$ cat src/rtl/omr_pkg.sv
package omr_pkg;

   localparam int SLOTS     = 8;
   localparam int MSG_BYTES = 64;

   localparam int SLOT_W    = $clog2(SLOTS);
   localparam int IDX_W     = $clog2(MSG_BYTES);
   localparam int MEM_DEPTH = SLOTS * MSG_BYTES;
   localparam int MEM_AW    = $clog2(MEM_DEPTH);
   localparam int ACTION_W  = 2;
   localparam int BYTE_W    = 8;
   localparam int LIMIT_W   = 7;
   localparam int STATUS_W  = 3;

   typedef enum logic [ACTION_W-1:0] {
      ACT_WRITE = 2'd0,
      ACT_TICK  = 2'd1,
      ACT_READ  = 2'd2,
      ACT_NONE  = 2'd3
   } action_type;

   typedef enum logic [STATUS_W-1:0] {
      ST_ACCEPTED = 3'd0,
      ST_DROPPED  = 3'd1,
      ST_TOO_LONG = 3'd2,
      ST_DEQUEUED = 3'd3,
      ST_EMPTY    = 3'd4,
      ST_BYTE     = 3'd5,
      ST_REFUSED  = 3'd6
   } status_type;

   typedef enum logic [1:0] {
      FSM_IDLE,
      FSM_COPY,
      FSM_STREAM
   } fsm_state_type;

   typedef struct packed {
      logic write_byte;
      logic tick_empty;
      logic copy_start;
      logic copy_run;
      logic copy_finish;
      logic read_refuse;
      logic stream_start;
      logic stream_run;
   } dp_cmd_type;

   typedef struct packed {
      logic ring_empty;
      logic read_bad;
      logic space;
      logic copy_done;
      logic stream_last;
   } dp_status_type;

   typedef struct packed {
      status_type        status;
      logic [BYTE_W-1:0] out_byte;
      logic              out_last;
   } result_type;

endpackage

$ cat src/rtl/omr_ctrl.sv
module omr_ctrl (
   input  logic                           clock,
   input  logic                           reset,
   input  logic                           req_valid,
   input  logic [omr_pkg::ACTION_W-1:0]   req_action,
   input  omr_pkg::dp_status_type         status,
   output logic                           req_stall,
   output omr_pkg::dp_cmd_type            cmd
);
   import omr_pkg::*;

   fsm_state_type state_ff, state_in;
   logic          accept;
   action_type    action;

   assign action    = action_type'(req_action);
   assign req_stall = (state_ff != FSM_IDLE) || !status.space;
   assign accept    = req_valid && !req_stall;

   // next state
   always_comb begin
      state_in = state_ff;
      unique case (state_ff)
         FSM_IDLE: begin
            if (accept && action == ACT_TICK && !status.ring_empty) begin
               state_in = FSM_COPY;
            end else if (accept && action == ACT_READ && !status.read_bad) begin
               state_in = FSM_STREAM;
            end
         end
         FSM_COPY: begin
            if (status.copy_done && status.space) begin
               state_in = FSM_IDLE;
            end
         end
         FSM_STREAM: begin
            if (status.stream_last) begin
               state_in = FSM_IDLE;
            end
         end
         default: state_in = FSM_IDLE;
      endcase
   end

   // commands
   always_comb begin
      cmd = '0;
      unique case (state_ff)
         FSM_IDLE: begin
            if (accept) begin
               case (action)
                  ACT_WRITE: cmd.write_byte = 1'b1;
                  ACT_TICK: begin
                     cmd.tick_empty = status.ring_empty;
                     cmd.copy_start = !status.ring_empty;
                  end
                  ACT_READ: begin
                     cmd.read_refuse  = status.read_bad;
                     cmd.stream_start = !status.read_bad;
                  end
                  default: ;
               endcase
            end
         end
         FSM_COPY: begin
            cmd.copy_run    = 1'b1;
            cmd.copy_finish = status.copy_done && status.space;
         end
         FSM_STREAM: begin
            cmd.stream_run = 1'b1;
         end
         default: ;
      endcase
   end

   always_ff @(posedge clock) begin
      if (reset) begin
         state_ff <= FSM_IDLE;
      end else begin
         state_ff <= state_in;
      end
   end

endmodule

$ cat src/rtl/omr_datapath.sv
module omr_datapath (
   input  logic                           clock,
   input  logic                           reset,
   input  omr_pkg::dp_cmd_type            cmd,
   input  logic [omr_pkg::BYTE_W-1:0]     req_data_byte,
   input  logic                           req_final_byte,
   input  logic [omr_pkg::LIMIT_W-1:0]    req_read_limit,
   input  logic                           rsp_stall,
   output omr_pkg::dp_status_type         status,
   output logic                           rsp_valid,
   output logic [omr_pkg::STATUS_W-1:0]   rsp_status,
   output logic [omr_pkg::BYTE_W-1:0]     rsp_out_byte,
   output logic                           rsp_out_last
);
   import omr_pkg::*;

   logic [BYTE_W-1:0] slot_mem [MEM_DEPTH];
   logic [BYTE_W-1:0] kept_mem [MSG_BYTES];
   logic [IDX_W-1:0]  slot_len_ff [SLOTS];

   logic [SLOT_W-1:0] head_ff, head_in, tail_ff, tail_in;
   logic [IDX_W-1:0]  fill_ff, fill_in, kept_len_ff, kept_len_in;
   logic [IDX_W-1:0]  cnt_ff, cnt_in, len_ff, len_in, widx_ff, widx_in;
   logic              over_ff, over_in, pend_ff, pend_in;
   logic              spend_ff, spend_in, slast_ff, slast_in;
   logic [BYTE_W-1:0] slot_rd_ff, kept_rd_ff;
   result_type        q0_ff, q0_in, q1_ff, q1_in;
   logic [1:0]        qcnt_ff, qcnt_in;

   logic [SLOT_W-1:0] head_next, tail_next;
   logic [IDX_W-1:0]  fill_inc, cnt_inc;
   logic [MEM_AW-1:0] wr_addr, rd_addr;
   logic              room, too_long, drop, commit;
   logic              copy_issue, stream_issue, push_byte, space;
   logic              push, pop;
   result_type        push_res;

   function automatic logic [SLOT_W-1:0] next_slot(input logic [SLOT_W-1:0] i);
      next_slot = (i == SLOT_W'(SLOTS - 1)) ? '0 : SLOT_W'(i + 1'b1);
   endfunction

   assign head_next = next_slot(head_ff);
   assign tail_next = next_slot(tail_ff);
   assign fill_inc  = IDX_W'(fill_ff + 1'b1);
   assign cnt_inc   = IDX_W'(cnt_ff + 1'b1);
   assign wr_addr   = MEM_AW'(MEM_AW'(tail_ff) * MEM_AW'(MSG_BYTES) + MEM_AW'(fill_ff));
   assign rd_addr   = MEM_AW'(MEM_AW'(head_ff) * MEM_AW'(MSG_BYTES) + MEM_AW'(cnt_ff));

   assign room     = fill_ff != IDX_W'(MSG_BYTES - 1);
   assign too_long = over_ff || !room;
   assign drop     = tail_next == head_ff;
   assign commit   = cmd.write_byte && req_final_byte && !too_long;

   assign space        = qcnt_ff != 2'd2;
   assign pop          = (qcnt_ff != 2'd0) && !rsp_stall;
   assign copy_issue   = cmd.copy_run && (cnt_ff != len_ff);
   assign push_byte    = cmd.stream_run && spend_ff && space;
   assign stream_issue = cmd.stream_run && (cnt_ff != kept_len_ff)
                         && (!spend_ff || push_byte);

   assign status.ring_empty  = head_ff == tail_ff;
   assign status.read_bad    = (kept_len_ff == '0)
                               || (req_read_limit < LIMIT_W'(kept_len_ff));
   assign status.space       = space;
   assign status.copy_done   = (cnt_ff == len_ff) && !pend_ff;
   assign status.stream_last = push_byte && slast_ff;

   // result select: at most one source pushes in a cycle
   always_comb begin
      push     = 1'b1;
      push_res = '{status: ST_ACCEPTED, out_byte: '0, out_last: 1'b1};
      if (cmd.write_byte && req_final_byte) begin
         if (too_long) begin
            push_res.status = ST_TOO_LONG;
         end else if (drop) begin
            push_res.status = ST_DROPPED;
         end
      end else if (cmd.tick_empty) begin
         push_res.status = ST_EMPTY;
      end else if (cmd.read_refuse) begin
         push_res.status = ST_REFUSED;
      end else if (cmd.copy_finish) begin
         push_res.status = ST_DEQUEUED;
      end else if (push_byte) begin
         push_res = '{status: ST_BYTE, out_byte: kept_rd_ff, out_last: slast_ff};
      end else begin
         push = 1'b0;
      end
   end

   always_comb begin
      head_in     = head_ff;
      tail_in     = tail_ff;
      fill_in     = fill_ff;
      over_in     = over_ff;
      kept_len_in = kept_len_ff;
      cnt_in      = cnt_ff;
      len_in      = len_ff;
      widx_in     = widx_ff;
      pend_in     = 1'b0;
      spend_in    = spend_ff;
      slast_in    = slast_ff;

      if (cmd.write_byte) begin
         if (room) begin
            fill_in = fill_inc;
         end else begin
            over_in = 1'b1;
         end
         if (req_final_byte) begin
            fill_in = '0;
            over_in = 1'b0;
            if (!too_long) begin
               tail_in = tail_next;
               if (drop) begin
                  head_in = head_next;
               end
            end
         end
      end

      if (cmd.copy_start) begin
         cnt_in = '0;
         len_in = slot_len_ff[head_ff];
      end
      if (copy_issue) begin
         pend_in = 1'b1;
         cnt_in  = cnt_inc;
         widx_in = cnt_ff;
      end
      if (cmd.copy_finish) begin
         head_in     = head_next;
         kept_len_in = len_ff;
      end

      if (cmd.stream_start) begin
         cnt_in   = '0;
         spend_in = 1'b0;
      end
      if (stream_issue) begin
         cnt_in   = cnt_inc;
         spend_in = 1'b1;
         slast_in = cnt_inc == kept_len_ff;
      end else if (push_byte) begin
         spend_in = 1'b0;
      end
   end

   // two-entry result queue
   always_comb begin
      q0_in   = q0_ff;
      q1_in   = q1_ff;
      qcnt_in = qcnt_ff;
      if (pop) begin
         q0_in   = q1_ff;
         qcnt_in = qcnt_ff - 2'd1;
      end
      if (push) begin
         if (qcnt_in == 2'd0) begin
            q0_in = push_res;
         end else begin
            q1_in = push_res;
         end
         qcnt_in = qcnt_in + 2'd1;
      end
   end

   always_ff @(posedge clock) begin
      if (reset) begin
         head_ff     <= '0;
         tail_ff     <= '0;
         fill_ff     <= '0;
         over_ff     <= 1'b0;
         kept_len_ff <= '0;
         cnt_ff      <= '0;
         len_ff      <= '0;
         pend_ff     <= 1'b0;
         spend_ff    <= 1'b0;
         slast_ff    <= 1'b0;
         qcnt_ff     <= '0;
      end else begin
         head_ff     <= head_in;
         tail_ff     <= tail_in;
         fill_ff     <= fill_in;
         over_ff     <= over_in;
         kept_len_ff <= kept_len_in;
         cnt_ff      <= cnt_in;
         len_ff      <= len_in;
         pend_ff     <= pend_in;
         spend_ff    <= spend_in;
         slast_ff    <= slast_in;
         qcnt_ff     <= qcnt_in;
      end
   end

   always_ff @(posedge clock) begin
      widx_ff <= widx_in;
      q0_ff   <= q0_in;
      q1_ff   <= q1_in;
      if (commit) begin
         slot_len_ff[tail_ff] <= fill_inc;
      end
   end

   always_ff @(posedge clock) begin
      if (cmd.write_byte && room) begin
         slot_mem[wr_addr] <= req_data_byte;
      end
      if (copy_issue) begin
         slot_rd_ff <= slot_mem[rd_addr];
      end
   end

   always_ff @(posedge clock) begin
      if (pend_ff) begin
         kept_mem[widx_ff] <= slot_rd_ff;
      end
      if (stream_issue) begin
         kept_rd_ff <= kept_mem[cnt_ff];
      end
   end

   assign rsp_valid    = qcnt_ff != 2'd0;
   assign rsp_status   = q0_ff.status;
   assign rsp_out_byte = q0_ff.out_byte;
   assign rsp_out_last = q0_ff.out_last;

endmodule

$ cat src/rtl/overwriting_message_ring_top.sv
// Overwriting message ring.
// Request channel (req_*): one beat carries an action and its operands.
//   write: one message byte per beat, req_final_byte commits the message and
//   returns one status beat (accepted, accepted dropping oldest, too long).
//   tick: moves the oldest queued message to the kept store and returns one
//   status beat (dequeued or empty).
//   read: streams the kept message, one rsp beat per byte, rsp_out_last on
//   the last one, or returns a single refused beat.
// Response channel (rsp_*): status, byte and last flag per beat, from a
//   two-entry output queue, so a waiting beat does not block the next request.
// Result timing: a final write byte, an empty tick or a refused read shows up in
//   the cycle after its request beat if no beat waits; a dequeued beat once every
//   slot byte is copied (one slot byte copied a cycle) and the queue has room.
// Flow: write bytes go at one per cycle while the output queue has room; a tick
//   that dequeues or a streamed read holds requests until its last beat is queued.
// Reset: ring empty, nothing kept; message memories need no clearing pass.
// Receiver stall: the output queue fills, then the stream and the request
//   channel hold until a beat is taken.
module overwriting_message_ring_top (
   input  logic                           clock,
   input  logic                           reset,
   input  logic                           req_valid,
   output logic                           req_stall,
   input  logic [omr_pkg::ACTION_W-1:0]   req_action,
   input  logic [omr_pkg::BYTE_W-1:0]     req_data_byte,
   input  logic                           req_final_byte,
   input  logic [omr_pkg::LIMIT_W-1:0]    req_read_limit,
   output logic                           rsp_valid,
   input  logic                           rsp_stall,
   output logic [omr_pkg::STATUS_W-1:0]   rsp_status,
   output logic [omr_pkg::BYTE_W-1:0]     rsp_out_byte,
   output logic                           rsp_out_last
);
   import omr_pkg::*;

   dp_cmd_type    cmd;
   dp_status_type status;

   // sequence each request: byte writes in the cycle they are accepted, copy and stream loops
   omr_ctrl u_ctrl (
      .clock      (clock),
      .reset      (reset),
      .req_valid  (req_valid),
      .req_action (req_action),
      .status     (status),
      .req_stall  (req_stall),
      .cmd        (cmd)
   );

   // hold ring pointers, slot and kept memories, and the output queue
   omr_datapath u_datapath (
      .clock          (clock),
      .reset          (reset),
      .cmd            (cmd),
      .req_data_byte  (req_data_byte),
      .req_final_byte (req_final_byte),
      .req_read_limit (req_read_limit),
      .rsp_stall      (rsp_stall),
      .status         (status),
      .rsp_valid      (rsp_valid),
      .rsp_status     (rsp_status),
      .rsp_out_byte   (rsp_out_byte),
      .rsp_out_last   (rsp_out_last)
   );

endmodule

$ cat config.mk
export PLATFORM = sky130hd
export DESIGN_NAME = overwriting_message_ring_top
export DESIGN_NICKNAME = d
export VERILOG_FILES = /design/src/rtl/omr_pkg.sv /design/src/rtl/omr_ctrl.sv /design/src/rtl/omr_datapath.sv /design/src/rtl/overwriting_message_ring_top.sv
export SDC_FILE = /design/constraint.sdc
export NUM_CORES = 2
export LEC_CHECK = 0
export BUFFER_PORTS_ARGS = -buffer_cell sky130_fd_sc_hd__clkbuf_2
export CORE_MARGIN = 1
export CORE_UTILIZATION = 65
export CTS_BUF_LIST = sky130_fd_sc_hd__clkbuf_2
export DETAILED_ROUTE_END_ITERATION = 10
export PLACE_DENSITY = 0.8
export REMOVE_ABC_BUFFERS = 1
export SYNTH_ARGS = -nofsm -noshare
export SYNTH_HDL_FRONTEND = slang
export SYNTH_MEMORY_MAX_BITS = 65536
export SYNTH_SLANG_ARGS = --single-unit
export TNS_END_PERCENT = 20
$ cat constraint.sdc
create_clock -name clock -period 3.9 [get_ports clock]
set_input_delay 0.585 -clock clock [delete_from_list [all_inputs] [get_ports clock]]
set_output_delay 0.585 -clock clock [all_outputs]
set_load 0.01 [all_outputs]
# Word-level counts from Yosys, hierarchy flattened
# Memories as Yosys holds them, arrays and structs flattened. A register that Yosys moved wholly into a read port is not among the register bits.
# Cells that the tools add are included.
dict set report classes {
  reduce_logical 48
  muxes 60
  bitwise_logic 2
  add_sub_neg 8
  n_lt_le_gt_ge 1
  eq_ne 19
}
# operator count
set op_table {}
lappend op_table {{2-to-1 mux 12 bit} 4}
lappend op_table {{2-to-1 mux 3 bit} 14}
lappend op_table {{2-to-1 mux 6 bit} 6}
lappend op_table {{2-to-1 mux 9 bit} 4}
lappend op_table {{2-to-1 mux 2 bit} 11}
lappend op_table {{2-to-1 mux 1 bit} 20}
lappend op_table {{adder 9 x 6 -> 9 bit} 2}
lappend op_table {{logical AND 1 bit} 17}
lappend op_table {{adder 6 x 1 -> 6 bit, second input constant} 2}
lappend op_table {{== test 6 bit} 2}
lappend op_table {{!= test 6 bit} 2}
lappend op_table {{nonzero test 2 bit} 6}
lappend op_table {{logical NOT 1 bit} 9}
lappend op_table {{!= test 2 bit, second input constant} 4}
lappend op_table {{less-than comparator 7 x 6 -> 1 bit} 1}
lappend op_table {{adder 3 x 1 -> 3 bit, second input constant} 2}
lappend op_table {{== test 3 bit} 2}
lappend op_table {{== test 3 bit, second input constant} 2}
lappend op_table {{logical NOT 2 bit} 3}
lappend op_table {{logical NOT 6 bit} 1}
lappend op_table {{!= test 6 bit, second input constant} 1}
lappend op_table {{case mux 2 bit (3 select lines)} 1}
lappend op_table {{AND reduction 2 bit} 3}
lappend op_table {{AND reduction 3 bit} 2}
lappend op_table {{11 further kinds} 17}
dict set report totals {
  ff_bits 62
  memories 3
  in_bits 22
  output_inout_bits 14
  ramBits 4656
  word_cells 159
}
# name words word_bits rd rd_clocked_by_memory_dff write_ports line
set memory_table {}
lappend memory_table {u_datapath.slot_mem 512 8 1 1 1 omr_datapath.sv:17} ;# logic [BYTE_W-1:0] slot_mem [MEM_DEPTH];
lappend memory_table {u_datapath.kept_mem 64 8 1 1 1 omr_datapath.sv:18} ;# logic [BYTE_W-1:0] kept_mem [MSG_BYTES];
lappend memory_table {u_datapath.slot_len_ff 8 6 1 1 1 omr_datapath.sv:19} ;# logic [IDX_W-1:0] slot_len_ff [SLOTS];

# Depth between registers and ports, before layout
dict set report depth {
  word_depth 12
  depth_mapped 13
  mapped_depth_nobuf 10
}

# Hierarchy
# From an unflattened synthesis, not the netlist that was laid out.
dict set report unflattened {
  cells_unflattened 9288
  area_unflattened_um2 185623.0
}
# module area_each_um2 cells_each n_inst seq_area_each_um2
set modules_own_cells {}
lappend modules_own_cells {omr_datapath 185416.6 9265 1 141796.0}
lappend modules_own_cells {omr_ctrl 206.4 23 1 40.0}

# Least setup slack after synthesis
# OpenSTA, ideal clock, no wires.
dict set report synth_timing {
  path_type {register to register}
  startpoint {register u_datapath.cnt_ff[4]}
  endpoint {register u_datapath.q1_ff[0] in the netlist's numbering, enable pin}
  synth_period_minus_slack_ps 2865
  path_slack_ps 1035
  arrival_time_ps 2485
  path_buffers 2
  t_required_ps 3520
  setup_ps 380
  stages_incl_launch_ff 11
  path_cell_list {dfxtp_1 > buf_6 > xor2_1 > nor4_2 > nand3_1 > or3_1 > or3b_1 > buf_6 > nand2_2 > nor2_1 > nor2_1}
}
dict set report synth_via {
  elab_chain_cells 9
}
# item line
set synth_rtl {}
lappend synth_rtl {{start, declared} omr_datapath.sv:23} ;# logic [IDX_W-1:0] cnt_ff, cnt_in, len_ff, len_in, widx_ff, widx_in;
lappend synth_rtl {{start signal, assigned} omr_datapath.sv:187} ;# cnt_ff <= cnt_in;
lappend synth_rtl {{== test 6 bit} omr_datapath.sv:65} ;# assign status.copy_done = (cnt_ff == len_ff) && !pend_ff;
lappend synth_rtl {{logical AND 1 bit} omr_datapath.sv:65}
lappend synth_rtl {{logical AND 1 bit} omr_ctrl.sv:67} ;# cmd.copy_finish = status.copy_done && status.space;
lappend synth_rtl {{2-to-1 mux 2 bit} omr_ctrl.sv:48} ;# unique case (state_ff)
lappend synth_rtl {{2-to-1 mux 1 bit} omr_datapath.sv:82} ;# end else if (cmd.copy_finish) begin
lappend synth_rtl {{2-to-1 mux 1 bit} omr_datapath.sv:80} ;# end else if (cmd.read_refuse) begin
lappend synth_rtl {{2-to-1 mux 1 bit} omr_datapath.sv:78} ;# end else if (cmd.tick_empty) begin
lappend synth_rtl {{2-to-1 mux 1 bit} omr_datapath.sv:72} ;# if (cmd.write_byte && req_final_byte) begin
lappend synth_rtl {{AND reduction 2 bit (no line)} n/a}
lappend synth_rtl {{end signal, assigned} omr_datapath.sv:199} ;# q1_ff <= q1_in;
lappend synth_rtl {{end, declared} omr_datapath.sv:27} ;# result_type q0_ff, q0_in, q1_ff, q1_in;
# Every way passes these cells.
# A chain may end at the register's enable or synchronous reset.

# Final worst setup path
dict set report layout_timing {
  startpoint {register u_datapath.cnt_ff[2]}
  endpoint {register u_datapath.slot_rd_ff[5] (read register of u_datapath.slot_mem) (data pin)}
}
dict set report layout_via {
  elab_chain_cells 2
  word_cells_on_any_way 3
  classes_between {add/sub: 1; eq/ne: 1; reduce/logical: 1}
}
# item line
set layout_rtl {}
lappend layout_rtl {{branches (longest 2 deep; another with adder 9 x 6 -> 9 bit)} n/a}
lappend layout_rtl {{end, declared} omr_datapath.sv:26} ;# logic [BYTE_W-1:0] slot_rd_ff, kept_rd_ff;
# Parallel ways; which one is timed is not known.

==> impl_metrics.json <==
{
  "cp-end-kind": "flip-flop",
  "maxSlewHeadroom_pct": 12.1,
  "place_inst": 13200,
  "viasPerCell": 6.78,
  "io_pins": 36,
  "multi_input_area_um2": 40700,
  "p_per_area_nw_per_um2": 435,
  "cpPeakStageDelay_ps": 1100,
  "min_period_ps": 3860,
  "yosys.area.top_type": "edfxtp_1",
  "crit_arrival_ps": 5930,
  "power_mw": 89.0,
  "combPwrFrac_pct": 1.9,
  "crit_top_cell": "nor2_1",
  "core_um2": 283000,
  "yosysSeqAreaShare_pct": 76.7,
  "finalSetupTns_ps": 0,
  "fin_cells": 15300,
  "final_area_um2": 205000,
  "crit_required_ps": 5970,
  "cts_buffer_depth": 5,
  "numCtsBuffers": 1179,
  "timing.fmax_ghz": 0.259,
  "power_leakage_nw": 64.4,
  "nets": 10800,
  "initial_utilization_pct": 65.5,
  "cts-root-buf": "clkbuf_2",
  "drtPass1Iterations": 6,
  "dieHeight_um": 535,
  "hold_viol": 0,
  "drv_slew": 0,
  "hpwl_um": 291000,
  "holdCritPathClass": "in -> reg",
  "clkTransAtPathRegs_ps": 100,
  "grt_usage_pct": 33.2,
  "synth_area_leaders": "edfxtp_1, mux4_2, mux2i_1",
  "numClockSinks": 4740,
  "synthArstFlopShare_pct": 0,
  "ys_ff_latch": 4740,
  "crit_buf_inv": 3,
  "cp_max_fo": 51,
  "fill_cells": 16200,
  "rsz0062_at_grt": "true",
  "die_w_um": 535,
  "synth_ff_type": "edfxtp_1",
  "cp_cell_sequence": "buf_12 -> inv_6 -> buf_4 -> nor2_1 -> nor2_1 -> o22ai_1 -> nor2_1 -> a21oi_1 -> a211oi_1 -> and3_1",
  "seqCellArea_um2": 142000,
  "syn_inst": 9337,
  "internal_power_mw": 68.6,
  "avgSynthCellArea_um2": 19.8,
  "antenna_found_initial": 23,
  "vias": 104000,
  "p_seq_share_pct": 63.0,
  "status": "complete, no violations",
  "num_rows": 195,
  "synth_area_um2": 185000,
  "cts-htree-levels": 7,
  "start_kind": "flip-flop",
  "cts_tree": "yes",
  "drt_iter0_drc": 15300,
  "gp_congestion": 0.924,
  "wire_per_inst_um": 30.9,
  "setup_viol": 0,
  "grt_pass1_wl_um": 678000,
  "fin_skew_ps": 284,
  "max_slew.worst_pin.slew_ps": 1310,
  "postRouteWirelength_um": 471000,
  "cp_slowest_cell": "a211oi_1",
  "yosys_warnings": 0,
  "drv_cap": 0,
  "crit_family": "compound AO/OA/AOI/OAI gates",
  "finalCritPeriodShare_pct": 99.0,
  "swShare_pct": 22.9,
  "die_area_um2": 287000,
  "drc_errors": 0,
  "port_buffers": 35,
  "p_switching_mw": 20.4,
  "criticalPathCategory": "reg -> reg",
  "synth_top_cell_area_share_pct": 76.1,
  "antenna_left": 0,
  "insertion_delay_ps": 2260,
  "grt_max_degree": 137,
  "synth_enable_flop_cells": 4690,
  "irDropWorstVdd_uv": 448,
  "grt_overflow_total": 0,
  "pwr-share-clk_pct": 35.1,
  "layout-drive-gt1-share_pct": 29.1,
  "synthToLayoutAreaGrowth_pct": 10.7,
  "yosysUniqueCellTypes": 61,
  "grt_pass1_vias": 103000,
  "placed_area_um2": 194000
}
-- final timing paths --
kind                         from                          to  slack [ps]  cells past startpoint
min reg2reg   u_datapath.q1_ff[7]  u_datapath.rsp_out_byte[6]         470                      2
max reg2reg  u_datapath.cnt_ff[2]    u_datapath.slot_rd_ff[5]          40                     10
max          u_datapath.cnt_ff[2]    u_datapath.slot_rd_ff[5]          40                     10
min                 req_action[0]       u_datapath.fill_ff[5]         360                      8
-- cell usage after synthesis, types with 5 or more instances --
| master | instances |
|---|---|
| buf_2 | 110 |
| inv_1 | 16 |
| xor2_1 | 17 |
| nand4_1 | 52 |
| nor4_1 | 18 |
| nor3b_1 | 11 |
| and2_1 | 18 |
| o31ai_1 | 8 |
| a22o_1 | 7 |
| nand2b_1 | 10 |
| a31oi_1 | 5 |
| mux4_2 | 860 |
| mux2i_1 | 772 |
| nor2b_1 | 19 |
| o2bb2ai_1 | 25 |
| a32oi_1 | 9 |
| xnor2_1 | 12 |
| nand3_1 | 53 |
| nor3_1 | 130 |
| clkbuf_1 | 291 |
| o21ai_0 | 128 |
| a21oi_1 | 219 |
| buf_4 | 104 |
| nand2_1 | 232 |
| or2_2 | 6 |
| nor2_1 | 698 |
| a211oi_1 | 49 |
| o22ai_1 | 180 |
| nand3b_1 | 5 |
| dfxtp_1 | 50 |
| o221ai_1 | 321 |
| edfxtp_1 | 4690 |
| and3_1 | 24 |
| ha_1 | 17 |
| or3_1 | 21 |
| buf_6 | 21 |
| buf_1 | 63 |
| a22oi_1 | 27 |
-- final cells by class --
class                           count  share of cell area [%]
Tap cell                         3743                    2.29
Timing Repair Buffer              764                    3.73
Sequential cell                  4740                    69.3
Antenna cell                       18                  0.0220
Clock inverter                    289                   0.731
Inverter                           18                  0.0391
Clock buffer                     1651                    4.04
Multi-Input combinational cell   4053                    19.9
-- kinds of logic after synthesis --
kind of cell	share of synthesized area (%)
flip-flops	76.7
multiplexers	14.7
AND/OR/NAND/NOR	3.09
AO/OA/AOI/OAI	3.70
buffers and inverters	1.60
XOR/XNOR	0.137
adder cells (fa/ha/maj)	0.115
other	0.00203
-- state kept, by name, indices dropped and copies added, names as in the netlist, 2 cells and up --
register and cells:
u_ctrl.state_ff 2, u_datapath.cnt_ff 6, u_datapath.fill_ff 6, u_datapath.head_ff 3, u_datapath.kept_len_ff 6, u_datapath.kept_mem 512, u_datapath.kept_rd_ff 8, u_datapath.len_ff 6
u_datapath.q1_ff 12, u_datapath.qcnt_ff 2, u_datapath.rsp_out_byte 8, u_datapath.rsp_status 3, u_datapath.slot_len_ff 48, u_datapath.slot_mem 4096, u_datapath.slot_rd_ff 8, u_datapath.tail_ff 3
u_datapath.widx_ff 6
-- layout by cell type, fill, tap and decap left out, drive strengths merged, types with 17 or more instances in the layout --
cell / Yosys / layout
edfxtp: 4690 / 4690
clkbuf: 291 / 1680
mux4: 860 / 860
mux2i: 772 / 772
nor2: 698 / 698
buf: 298 / 668
o221ai: 321 / 321
clkinv: 0 / 242
nand2: 233 / 233
a21oi: 219 / 219
o22ai: 180 / 180
nor3: 132 / 132
o21ai: 131 / 131
dlygate4sd3: 0 / 67
conb: 1 / 64
nand3: 53 / 53
nand4: 52 / 52
dfxtp: 50 / 50
a211oi: 49 / 49
inv: 18 / 48
a22oi: 27 / 27
o2bb2ai: 25 / 25
and3: 24 / 24
or3: 21 / 21
nor4: 19 / 19
nor2b: 19 / 19
diode: 0 / 18
and2: 18 / 18
xor2: 17 / 17
ha: 17 / 17
-- timing repair --
item,in CTS,in global routing
gates resized for setup,11,19
cloned,0,2
hold endpoints to repair,7116,0
buffers inserted,1,2
hold buffers,77,0
pin swaps,1,2
endpoints found under the setup margin,5,79
-- power by group through the flow --
stage	Clock (mW)	Sequential, mW	Combinational [mW]
floorplan	0	57.2	0.393
global placement	0	57.1	1.45
detailed placement	0	57.2	1.54
CTS	31.6	56.0	1.67
global route	34.0	56.0	1.77
finish	31.3	56.0	1.70
-- metal layers --
metal  global-route usage [%]  vias up  routed length, um
li1                         -    42100                  -
met4                     14.7       10              18600
met5                        0        -                 62
met1                     44.9    52100             165000
met3                     9.48     1148              61800
met2                     51.0     8360             226000
-- worst register-to-register path, cell delays in order (launching register included) --
cell	delay, ps
dfxtp_4	420
buf_12	250
inv_6	590
buf_4	430
nor2_1	100
nor2_1	190
o22ai_1	140
nor2_1	170
a21oi_1	150
a211oi_1	1100
and3_1	290
-- per-stage QoR --
| stage | hold WS (ps) | utilization [%] | setup WS (ps) |
|---|---|---|---|
| global route | 187 | 72.5 | -3.28 |
| floorplan | 454 | - | -59500 |
| CTS | 35.1 | 72.4 | -86.1 |
| detailed placement | 498 | 68.6 | -221 |
| global placement | 484 | 68.6 | -243 |
| finish | 362 | 72.5 | 39.7 |
Power figures use the tool's default switching activity.
